[config.mk]
export PLATFORM = sky130hd
export DESIGN_NAME = ir_id_pulse_burst_generator_core
export DESIGN_NICKNAME = d
export VERILOG_FILES = /design/src/rtl/ipbg_pkg.sv /design/src/rtl/ir_id_pulse_burst_generator_core.sv /design/src/rtl/ipbg_step.sv
export SDC_FILE = /design/constraint.sdc
export NUM_CORES = 1
export LEC_CHECK = 0
export BUFFER_PORTS_ARGS = -buffer_cell sky130_fd_sc_hd__buf_2
export CAP_MARGIN = 5
export CORE_UTILIZATION = 40
export CTS_CLUSTER_SIZE = 40
export DETAILED_ROUTE_END_ITERATION = 10
export GPL_TIMING_DRIVEN = 0
export PLACE_DENSITY_LB_ADDON = 0.2
export REMOVE_ABC_BUFFERS = 1
export SETUP_SLACK_MARGIN = 0.4
export SLEW_MARGIN = 20
export SYNTH_ARGS = -nofsm -noshare
export SYNTH_HDL_FRONTEND = slang
export SYNTH_SLANG_ARGS = --single-unit
[constraint.sdc]
create_clock -name aclk -period 9.14 [get_ports aclk]
set_clock_uncertainty 0.1 [all_clocks]
set_input_delay 0.914 -clock aclk [delete_from_list [all_inputs] [get_ports aclk]]
set_output_delay 0.914 -clock aclk [all_outputs]
set_load 0.02 [all_outputs]
[src/rtl/ipbg_pkg.sv]
// Package for the IR ID pulse-burst generator: register indexes, reset values,
// configuration and state record types. No dependencies.
package ipbg_pkg;

    localparam int unsigned DurW   = 16;
    localparam int unsigned TimeW  = 32;
    localparam int unsigned IdW    = 8;
    localparam int unsigned PulseW = 10;
    localparam int unsigned CfgIdxW = 2;

    localparam logic [DurW-1:0] OnDurReset   = 16'd50;
    localparam logic [DurW-1:0] OffDurReset  = 16'd100;
    localparam logic [DurW-1:0] BurstGapReset = 16'd500;

    // Largest burst length: three pulses for each step of the widest ID.
    localparam logic [PulseW-1:0] MaxPulses = 10'd765;

    typedef enum logic [CfgIdxW-1:0] {
        REG_ON_DURATION  = 2'd0,
        REG_OFF_DURATION = 2'd1,
        REG_BURST_GAP    = 2'd2
    } cfg_index_t;

    typedef struct packed {
        logic [DurW-1:0] on_duration;
        logic [DurW-1:0] off_duration;
        logic [DurW-1:0] burst_gap;
    } cfg_t;

    typedef struct packed {
        logic              active;
        logic              carrier_level;
        logic [PulseW-1:0] pulses_sent;
        logic [DurW-1:0]   phase_length;
        logic [TimeW-1:0]  last_change_time;
    } gen_state_t;

endpackage

[src/rtl/ir_id_pulse_burst_generator_core.sv]
// An accepted beat passes the input register, then the result register on m_tdata.
// Throughput: one beat per cycle unless m_tready stalls; the generator state
// updates in the same cycle a beat leaves the input register, so the next beat
// sees it at once. The two registers decouple the two stream sides.
// Reset (aresetn low, synchronous): both channels empty, burst idle, carrier
// off, counters and last change time zero, registers back to 50/100/500 ms.
//
// Top level of the IR ID pulse-burst generator. Depends on ipbg_pkg and
// ipbg_step.
module ir_id_pulse_burst_generator_core (
    input  logic        aclk,
    input  logic        aresetn,
    // configuration write port
    input  logic        cfg_we,
    input  logic [ipbg_pkg::CfgIdxW-1:0] cfg_index,
    input  logic [ipbg_pkg::DurW-1:0]    cfg_wdata,
    // input stream
    input  logic        s_tvalid,
    output logic        s_tready,
    input  logic [39:0] s_tdata,   // [31:0] now_ms, [39:32] sender_id
    // result stream
    output logic        m_tvalid,
    input  logic        m_tready,
    output logic [7:0]  m_tdata,   // [0] carrier_on, [7:1] zero
    output logic        m_tlast    // burst_done: last beat of a finished burst
);
    import ipbg_pkg::*;

    // configuration registers
    cfg_t cfg_reg;

    // input stage
    logic             in_valid_reg;
    logic [TimeW-1:0] in_now_reg;
    logic [IdW-1:0]   in_id_reg;

    // generator state
    gen_state_t state_reg;
    gen_state_t state_next;

    // result stage
    logic       out_valid_reg;
    logic       out_carrier_reg;
    logic       out_done_reg;
    logic       step_carrier;
    logic       step_done;

    logic       fire;

    // Advance an item when the result register is free or draining this cycle.
    assign fire     = in_valid_reg && (!out_valid_reg || m_tready);
    // Take a new beat whenever the input register is empty or moves on.
    assign s_tready = !in_valid_reg || fire;

    // Configuration writes; out-of-range indexes drop silently.
    always_ff @(posedge aclk) begin
        if (!aresetn) begin
            cfg_reg.on_duration  <= OnDurReset;
            cfg_reg.off_duration <= OffDurReset;
            cfg_reg.burst_gap    <= BurstGapReset;
        end else if (cfg_we) begin
            case (cfg_index)
                REG_ON_DURATION:  cfg_reg.on_duration  <= cfg_wdata;
                REG_OFF_DURATION: cfg_reg.off_duration <= cfg_wdata;
                REG_BURST_GAP:    cfg_reg.burst_gap    <= cfg_wdata;
                default:          ;
            endcase
        end
    end

    // Input register: capture a beat, hold it until processed.
    always_ff @(posedge aclk) begin
        if (!aresetn) begin
            in_valid_reg <= 1'b0;
        end else if (s_tready) begin
            in_valid_reg <= s_tvalid;
        end
    end

    always_ff @(posedge aclk) begin
        if (s_tready && s_tvalid) begin
            in_now_reg <= s_tdata[TimeW-1:0];
            in_id_reg  <= s_tdata[TimeW+IdW-1:TimeW];
        end
    end

    ipbg_step u_step (
        .cfg        (cfg_reg),
        .cur        (state_reg),
        .now_ms     (in_now_reg),
        .sender_id  (in_id_reg),
        .nxt        (state_next),
        .carrier_on (step_carrier),
        .burst_done (step_done)
    );

    // Generator state commits only when the item moves to the result stage.
    always_ff @(posedge aclk) begin
        if (!aresetn) begin
            state_reg <= '0;
        end else if (fire) begin
            state_reg <= state_next;
        end
    end

    // Result register: load on fire, drop once the consumer takes it.
    always_ff @(posedge aclk) begin
        if (!aresetn) begin
            out_valid_reg <= 1'b0;
        end else if (fire) begin
            out_valid_reg <= 1'b1;
        end else if (m_tready) begin
            out_valid_reg <= 1'b0;
        end
    end

    always_ff @(posedge aclk) begin
        if (fire) begin
            out_carrier_reg <= step_carrier;
            out_done_reg    <= step_done;
        end
    end

    assign m_tvalid = out_valid_reg;
    assign m_tdata  = {7'b0, out_carrier_reg};
    assign m_tlast  = out_done_reg;

    // A finished burst always leaves the carrier off.
    a_done_carrier_off: assert property (@(posedge aclk) disable iff (!aresetn)
        (out_valid_reg && out_done_reg) |-> !out_carrier_reg)
        else $error("burst_done with carrier on");

    // Idle generator has no carrier and no pulse count.
    a_idle_clean: assert property (@(posedge aclk) disable iff (!aresetn)
        !state_reg.active |-> (!state_reg.carrier_level && state_reg.pulses_sent == '0))
        else $error("idle generator holds stale burst state");

    // Pulse count never passes the longest burst.
    a_pulse_bound: assert property (@(posedge aclk) disable iff (!aresetn)
        state_reg.pulses_sent <= MaxPulses)
        else $error("pulse count out of range");

    // A zero ID leaves the state untouched.
    a_zero_id_hold: assert property (@(posedge aclk) disable iff (!aresetn)
        (fire && in_id_reg == '0) |=> $stable(state_reg))
        else $error("state changed on zero sender ID");

    // The result carries the committed carrier level.
    a_carrier_match: assert property (@(posedge aclk) disable iff (!aresetn)
        fire |=> (out_carrier_reg == state_reg.carrier_level))
        else $error("result carrier differs from state");

endmodule

[src/rtl/ipbg_step.sv]
// Next-state logic for one service call of the pulse-burst generator.
// Depends on ipbg_pkg.
module ipbg_step (
    input  ipbg_pkg::cfg_t              cfg,
    input  ipbg_pkg::gen_state_t        cur,
    input  logic [ipbg_pkg::TimeW-1:0]  now_ms,
    input  logic [ipbg_pkg::IdW-1:0]    sender_id,
    output ipbg_pkg::gen_state_t        nxt,
    output logic                        carrier_on,
    output logic                        burst_done
);
    import ipbg_pkg::*;

    logic [TimeW-1:0]  due;
    logic [TimeW-1:0]  idle_end;
    logic [PulseW-1:0] burst_len;
    logic              due_hit;
    logic              start_hit;

    assign due       = cur.last_change_time + {{(TimeW-DurW){1'b0}}, cur.phase_length};
    assign idle_end  = cur.last_change_time + {{(TimeW-DurW){1'b0}}, cfg.burst_gap};
    // 3 * id as id + 2 * id
    assign burst_len = {{(PulseW-IdW){1'b0}}, sender_id}
                     + {{(PulseW-IdW-1){1'b0}}, sender_id, 1'b0};
    assign due_hit   = (sender_id != '0) && cur.active && (now_ms >= due);
    assign start_hit = (sender_id != '0) && !cur.active && (now_ms > idle_end);

    always_comb begin
        nxt        = cur;
        burst_done = 1'b0;
        if (due_hit) begin
            if (cur.pulses_sent >= burst_len) begin
                // end of burst; keep last change time so the gap counts from it
                nxt.active        = 1'b0;
                nxt.carrier_level = 1'b0;
                nxt.pulses_sent   = '0;
                nxt.phase_length  = cfg.burst_gap;
                burst_done        = 1'b1;
            end else begin
                // on phase is tested first when both durations match
                priority if (cur.phase_length == cfg.on_duration) begin
                    nxt.carrier_level = 1'b0;
                    nxt.phase_length  = cfg.off_duration;
                    nxt.pulses_sent   = cur.pulses_sent + 1'b1;
                end else if (cur.phase_length == cfg.off_duration) begin
                    nxt.carrier_level = 1'b1;
                    nxt.phase_length  = cfg.on_duration;
                end else begin
                    // durations rewritten mid-burst: hold level and phase
                    nxt.carrier_level = cur.carrier_level;
                end
                nxt.last_change_time = now_ms;
            end
        end else if (start_hit) begin
            nxt.active           = 1'b1;
            nxt.carrier_level    = 1'b1;
            nxt.phase_length     = cfg.on_duration;
            nxt.pulses_sent      = '0;
            nxt.last_change_time = now_ms;
        end
        carrier_on = nxt.carrier_level;
    end

endmodule

==> out/results.ini, run 1 <==
[setup_path]
cp_top_family=simple AND/OR/NAND/NOR gates
cp_max_fo=10
required_ns=9.36
crit_slowest_cell=o31ai_4
worst-endpoint-arrival_ns=6.34
critPathLaunch=cfg_reg[0]
cp-end-kind=flop
path_cells=ha_1 > inv_1 > fa_1 > nor2b_1 > o21ai_0 > a21o_1 > a211oi_1 > nor3_1 > nor3_2 > nand3_1 > xor2_1 > ha_1 > nand4_1 > nor4_1 > nor3b_2 > a31oi_1 > o21a_1 > o31ai_4 > buf_6 > buf_8 > mux2i_1 > nor2_1
critical_path_class=flop to flop
startpoint_type=flop
cp_slowest_stage_delay_ns=0.63
worstPathBufferInverterCount=3
cpMostUsedCell=ha_1
rr_startpoint=cfg_reg[0]

[sta]
fin_crit_ns=6.119
hold_viol_final=0
timing.final.crit_share=0.6695
fin_hold_ws_ns=0.3824
rsz0062_at_grt=no
worst_pin_slew_ns=0.8837
setup_viol=0
fmax_mhz=163.4
slew_viol_final=0
slew_headroom=0.4102
tns_ns=0

[worst_hold_path]
hp-start=state_reg[57]
hold_class=flop to flop

[drt]
vias=7879
totalWireLength_um=24780
drc=0
firstDrtPassIters=6
ant_nets=0
wl_per_cell_um=17.12
via_per_inst=5.441
drtIter0Drc=456

[logic_synthesis]
syn-cell-area_um2=9779
ys.flop_type=dfxtp_1
ys_types=67
ys_ff_latch=152
syn_avg_cell_area_um2=9.200
async_reset_ff_frac=0
synth_seq_area_share=0.3541
ys_warn_count=0
synth_edf_count=42
synth_cells=1063

[power]
leakagePower_nw=4.463
peakVddDrop_mv=0.08777
powerDensity_nw_per_um2=160.3

[clock_tree]
cts_buffers=17
htreeDepth=4
clock_path_buffers=2
clk_pin_slew_ns=0.08
cts_hold_buf=0
clk_latency_ns=0.45
cts_tree=done
ctsResizeCount=0
root_buffer=clkbuf_16
post-cts-setup-buffers=0
cts.sinks=152

[run]
drv_cap=0

[placed_design]
io_buffers=66
dp_hpwl_um=18140
gp_congestion=0.8389

[global_route]
grt_pass1_vias=7510
overflow=0
antenna_found_initial=0
grt_max_degree=54
grt_usage=0.2076
grt_pass1_wl_um=39720

[cells_and_area]
nFillCells=2308
final_cell_mix=141 x nand2_1, 119 x ha_1, 110 x dfxtp_1, 92 x a21oi_1, 72 x nor2_1
largest_register_ffs=60
layout_commonest_cell=nand2_1
area_growth_pct=12.79
diodes=0
drive_gt1_frac=0.1125
nNetsFinal=1301

[floorplan]
die_y_um=158.4
initial_utilization=0.4117
core_area_um2=23750
die_w_um=158.4
rows=56
ios=74
die-area_um2=25080

[status]
status=complete, no violations

[metrics by stage]
step / power (mW) / cell area, um^2 / std cells / utilization / setup slack (ns)
final: 1.768 / 11030 / 1448 / 0.4644 / 3.021
after detailed placement: 1.040 / 10410 / 1416 / 0.4381 / 3.028
after global routing: 1.850 / 11030 / 1448 / 0.4644 / 2.531
after CTS: 1.784 / 11030 / 1448 / 0.4644 / 2.941
after floorplan: 0.9511 / 9565 / 1025 / - / 3.798
after global placement: 1.030 / 10290 / 1410 / 0.4334 / 2.122
[per-layer routing]
| metal | global-route usage | wire length (um) | vias up |
|---|---|---|---|
| li1 | - | - | 3966 |
| met1 | 0.2719 | 11560 | 3709 |
| met2 | 0.3503 | 11870 | 178 |
| met3 | 0.03348 | 1023 | 26 |
| met4 | 0.05952 | 326 | 0 |
| met5 | 0 | 0 | - |
[synth_stat cells, types with 9 or more instances]
| cell | count | share of area |
|---|---|---|
| xor2_1 | 29 | 0.026 |
| a21o_1 | 12 | 0.0092 |
| a21oi_1 | 92 | 0.047 |
| ha_1 | 119 | 0.15 |
| edfxtp_1 | 42 | 0.13 |
| dfxtp_1 | 110 | 0.23 |
| clkbuf_1 | 25 | 0.0096 |
| mux2i_1 | 32 | 0.033 |
| o21ai_0 | 26 | 0.013 |
| nand3_1 | 37 | 0.019 |
| nand4_1 | 19 | 0.012 |
| o2bb2ai_1 | 16 | 0.014 |
| and3_1 | 10 | 0.0064 |
| nor3_1 | 16 | 0.0082 |
| nor2b_1 | 15 | 0.0096 |
| o21a_1 | 9 | 0.0069 |
| a31oi_1 | 11 | 0.0070 |
| nor2_1 | 73 | 0.028 |
| nand2_1 | 141 | 0.054 |
| nand2b_1 | 13 | 0.0083 |
| a222oi_1 | 16 | 0.016 |
| inv_1 | 24 | 0.0092 |
| buf_4 | 12 | 0.0092 |
| xnor2_1 | 64 | 0.057 |
[power breakdown]
part | switching [mW] | internal (mW) | leakage, nW
logic | 0.153 | 0.117 | 2.86
clock network | 0.363 | 0.378 | 0.301
registers | 0.0344 | 0.723 | 1.30
[cell families (layout without fill, tap and decap cells)]
group           after synthesis  in the layout  share of synthesized area
other cells                   1              7                  0.0003835
fa+ha+maj                   122            122                     0.1584
simple gates                370            370                     0.1833
flops                       152            152                     0.3541
buf+inv                      68            128                    0.03339
xor+xnor                     93             93                    0.08329
mux                          32             32                    0.03275
compound gates              225            225                     0.1543
[worst paths after layout]
path                            slack (ns)       endpoint  cells after the start
worst min register to register        0.38  state_reg[57]                      1
worst max register to register        3.02   state_reg[3]                     22
worst min-delay path                  0.38  state_reg[57]                      1
worst max-delay path                  3.02   state_reg[3]                     22
[final cells by class]
cell class	instances	area (um^2)	area share
Clock buffer	17	425.4	0.03857
Clock inverter	15	198.9	0.01804
Inverter	24	92.59	0.008394
Timing Repair Buffer	72	426.7	0.03868
Tap cell	319	399.1	0.03618
Sequential cell	152	3463	0.3140
Multi-Input combinational cell	849	6025	0.5462
(Power assumes the default switching activity.)
==> run 2, diff against run 1 <==
--- a/config.mk
+++ b/config.mk
@@ -5,6 +5,7 @@
 export SDC_FILE = /design/constraint.sdc
 export NUM_CORES = 1
 export LEC_CHECK = 0
+export ABC_AREA = 1
 export BUFFER_PORTS_ARGS = -buffer_cell sky130_fd_sc_hd__buf_2
 export CAP_MARGIN = 5
 export CORE_UTILIZATION = 40
==> constraint.sdc (replaced) <==
create_clock -name aclk -period 5.2 [get_ports aclk]
set_clock_uncertainty 0.1 [all_clocks]
set_input_delay 0.52 -clock aclk [delete_from_list [all_inputs] [get_ports aclk]]
set_output_delay 0.52 -clock aclk [all_outputs]
set_load 0.02 [all_outputs]
==> out/results.ini, run 2 <==
[floorplan]
core_area_um2=27030  ; +14%
die_w_um=168.2  ; +6.2%
rows=60  ; +7.1%
initial_utilization=0.4090  ; -0.002734
die-area_um2=28300  ; +13%
die_y_um=168.2  ; +6.2%
ios=74  ; unchanged

[logic_synthesis]
synth_seq_area_share=0.3133  ; -0.04081
ys_ff_latch=152  ; unchanged
async_reset_ff_frac=0  ; unchanged
ys_types=48  ; -28%
synth.top_cell.area_share=0.1992  ; -0.02595
synth_cells=1566  ; +47%
synth_edf_count=42  ; unchanged
yosysTopAreaCell=dfxtp_1
synthTopCellsByCount=479 x nand2_1, 224 x nor2_1, 154 x inv_1
syn-cell-area_um2=11050  ; +13%
ys.flop_type=dfxtp_1
syn_avg_cell_area_um2=7.058  ; -23%
ys_warn_count=0  ; unchanged
synth_area_leaders=dfxtp_1 20%, nand2_1 16%, ha_1 13%, edfxtp_1 11%, nor2_1 7.6%
synth_most_common_cell=nand2_1

[clock_tree]
root_buffer=clkbuf_16
clock_path_buffers=2  ; unchanged
cts_tree=done
clk_latency_ns=0.45  ; about the same
cts.sinks=152  ; unchanged
htreeDepth=4  ; unchanged
clk_pin_slew_ns=0.07  ; about the same
cts_hold_buf=0  ; unchanged
cts_buffers=17  ; unchanged

[cells_and_area]
register_area_um2=3463  ; unchanged
nFillCells=2770  ; +20%
multi_input_area_um2=6844  ; +14%
area_growth_pct=12.70  ; about the same
largest_register_ffs=60  ; unchanged
final_util=0.4609  ; -0.003465
drive_gt1_frac=0.1001  ; -0.01237
nNetsFinal=1820  ; +40%
fin_cells=1989  ; +37%
layout_commonest_cell=nand2_1
diodes=0  ; unchanged
final_cell_mix=478 x nand2_1, 223 x nor2_1, 153 x inv_1, 119 x ha_1, 110 x dfxtp_1

[global_route]
grt_pass1_wl_um=47180  ; +19%
overflow=0  ; unchanged
antenna_found_initial=0  ; unchanged
grt_pass1_vias=9465  ; +26%
grt_usage=0.2115  ; +0.003921
grt_max_degree=65  ; +20%

[power]
pwr-share-clk=0.342  ; -0.077
p_int_mw=2.317  ; +90%
netSwitchingFraction=0.3509  ; +0.03933
powerDensity_nw_per_um2=286.5  ; +79%
leakagePower_nw=6.021  ; +35%
peakVddDrop_mv=0.2235  ; +150%
combPwrFrac=0.265  ; +0.112
p_sw_mw=1.252  ; +130%
seqPwrFrac=0.393  ; -0.035

[setup_path]
startpoint_type=flop
cpMostUsedCell=nor2_1
rr_startpoint=cfg_reg[0]
r2r_slack_ns=0.81  ; -2.22 ns
critical_path_class=flop to flop
cp_top_family=simple AND/OR/NAND/NOR gates
cp_max_fo=10  ; unchanged
r2r_cells=24  ; +9.1%
cp_slowest_stage_delay_ns=0.41  ; -0.22 ns
worstPathBufferInverterCount=3  ; unchanged
crit_slowest_cell=fa_1
cp-end-kind=flop
timing.rr.end=state_reg[18]
path_cells=ha_1 > inv_1 > fa_1 > o21ai_2 > a21oi_1 > inv_2 > a21oi_2 > o21ai_2 > nand4_1 > nor2_1 > nor2_1 > ha_1 > nand2_1 > nor2_1 > nand2_1 > nor3_2 > nand2_1 > nand2_1 > nand2_2 > nand2_8 > nand3_4 > buf_12 > nor2_1 > nor2_1
required_ns=5.44  ; -3.92 ns
worst-endpoint-arrival_ns=4.64  ; -1.70 ns

[worst_hold_path]
hold_class=input port to flop
hp-start=s_tdata[2]
min_to=in_now_reg[2]
hold_depth=1  ; unchanged

[run]
drv_cap=0  ; unchanged

[sta]
timing.final.crit_share=0.8452  ; +0.1757
fin_crit_ns=4.395  ; -1.724 ns
fmax_mhz=227.5  ; +39%
rsz0062_at_grt=no
hold_viol_final=0  ; unchanged
setup_viol=0  ; unchanged
slew_viol_final=0  ; unchanged
tns_ns=0  ; unchanged
slew_headroom=0.3398  ; -0.07041
worst_pin_slew_ns=0.9892  ; +0.1055 ns

[drt]
wl_per_cell_um=15.26  ; -11%
drtIter0Drc=543  ; +19%
vias=9895  ; +26%
ant_nets=0  ; unchanged
via_per_inst=4.975  ; -8.6%
totalWireLength_um=30350  ; +22%
firstDrtPassIters=5  ; -1
drc=0  ; unchanged

[placed_design]
gp_congestion=0.8972  ; +6.9%
dp_hpwl_um=21220  ; +17%
io_buffers=66  ; unchanged
dp_cells=1940  ; +37%

[status]
status=complete, no violations

==> run 2: how the worst max path moves through the flow <==
stage / cells after the start / end / startpoint / slack (ns)
final: 24 / state_reg[18] / cfg_reg[0] / 0.81
after global routing: 29 / state_reg[28] / state_reg[32] / 0.40
after CTS: 27 / state_reg[18] / state_reg[32] / 0.37
after detailed placement: 27 / state_reg[18] / state_reg[32] / 0.38
after global placement: 28 / state_reg[18] / state_reg[32] / 0.44
after floorplan: 27 / state_reg[48] / state_reg[32] / 1.44
==> run 2: routing by layer <==
metal  vias to the layer above  routed length [um]  global-route usage
li1                       5150                   -                   -
met1                      4504               14440              0.2777
met2                       201               14140              0.3540
met3                        40                1225             0.03220
met4                         0                 543             0.06957
met5                         -                   0                   0
==> run 2: kinds of logic after synthesis <==
family	share of synthesized area
simple gates	0.2986
buf+inv	0.08275
compound gates	0.09112
flops	0.3133
fa+ha+maj	0.1401
xor+xnor	0.07369
other cells	0.0003393
==> run 2: worst register-to-register path: stages (launching register included) <==
cell and delay, ns:
dfxtp_1 0.39, ha_1 0.19, inv_1 0.06, fa_1 0.41, o21ai_2 0.21, a21oi_1 0.19
inv_2 0.12, a21oi_2 0.10, o21ai_2 0.32, nand4_1 0.21, nor2_1 0.13, nor2_1 0.06
ha_1 0.26, nand2_1 0.05, nor2_1 0.13, nand2_1 0.13, nor3_2 0.22, nand2_1 0.09
nand2_1 0.08, nand2_2 0.12, nand2_8 0.21, nand3_4 0.14, buf_12 0.21, nor2_1 0.10
nor2_1 0.06
==> run 2: what timing repair did <==
action,CTS,global route
gates cloned,0,6
endpoints found under the setup margin,7,59
buffers inserted,0,11
gates resized for setup,0,12
pin swaps,0,7
endpoints found under the hold margin,0,0
==> run 2: cell type report <==
| cell class | count | area share |
|---|---|---|
| Inverter | 164 | 0.04942 |
| Timing Repair Buffer | 82 | 0.04359 |
| Clock inverter | 13 | 0.008939 |
| Multi-Input combinational cell | 1218 | 0.5494 |
| Clock buffer | 19 | 0.03636 |
| Sequential cell | 152 | 0.2780 |
| Tap cell | 341 | 0.03425 |
==> run 2: power groups by stage <==
| stage | logic [mW] | clock network (mW) | registers [mW] |
|---|---|---|---|
| after CTS | 0.895 | 1.24 | 1.40 |
| after floorplan | 0.660 | 0 | 1.39 |
| final | 0.946 | 1.22 | 1.40 |
| after global routing | 1.09 | 1.28 | 1.42 |
| after detailed placement | 0.888 | 0 | 1.43 |
| after global placement | 0.862 | 0 | 1.43 |
==> run 2: stage by stage <==
stage               hold WS, ns  power (mW)  cell area (um^2)  setup WS, ns
global route             0.1298       3.783             12460        0.4023
global placement         0.3514       2.288             11530        0.4379
floorplan                0.3392       2.053             10780         1.439
CTS                      0.1190       3.541             12190        0.3711
detailed placement       0.3649       2.315             11620        0.3782
finish                   0.1356       3.569             12460        0.8050
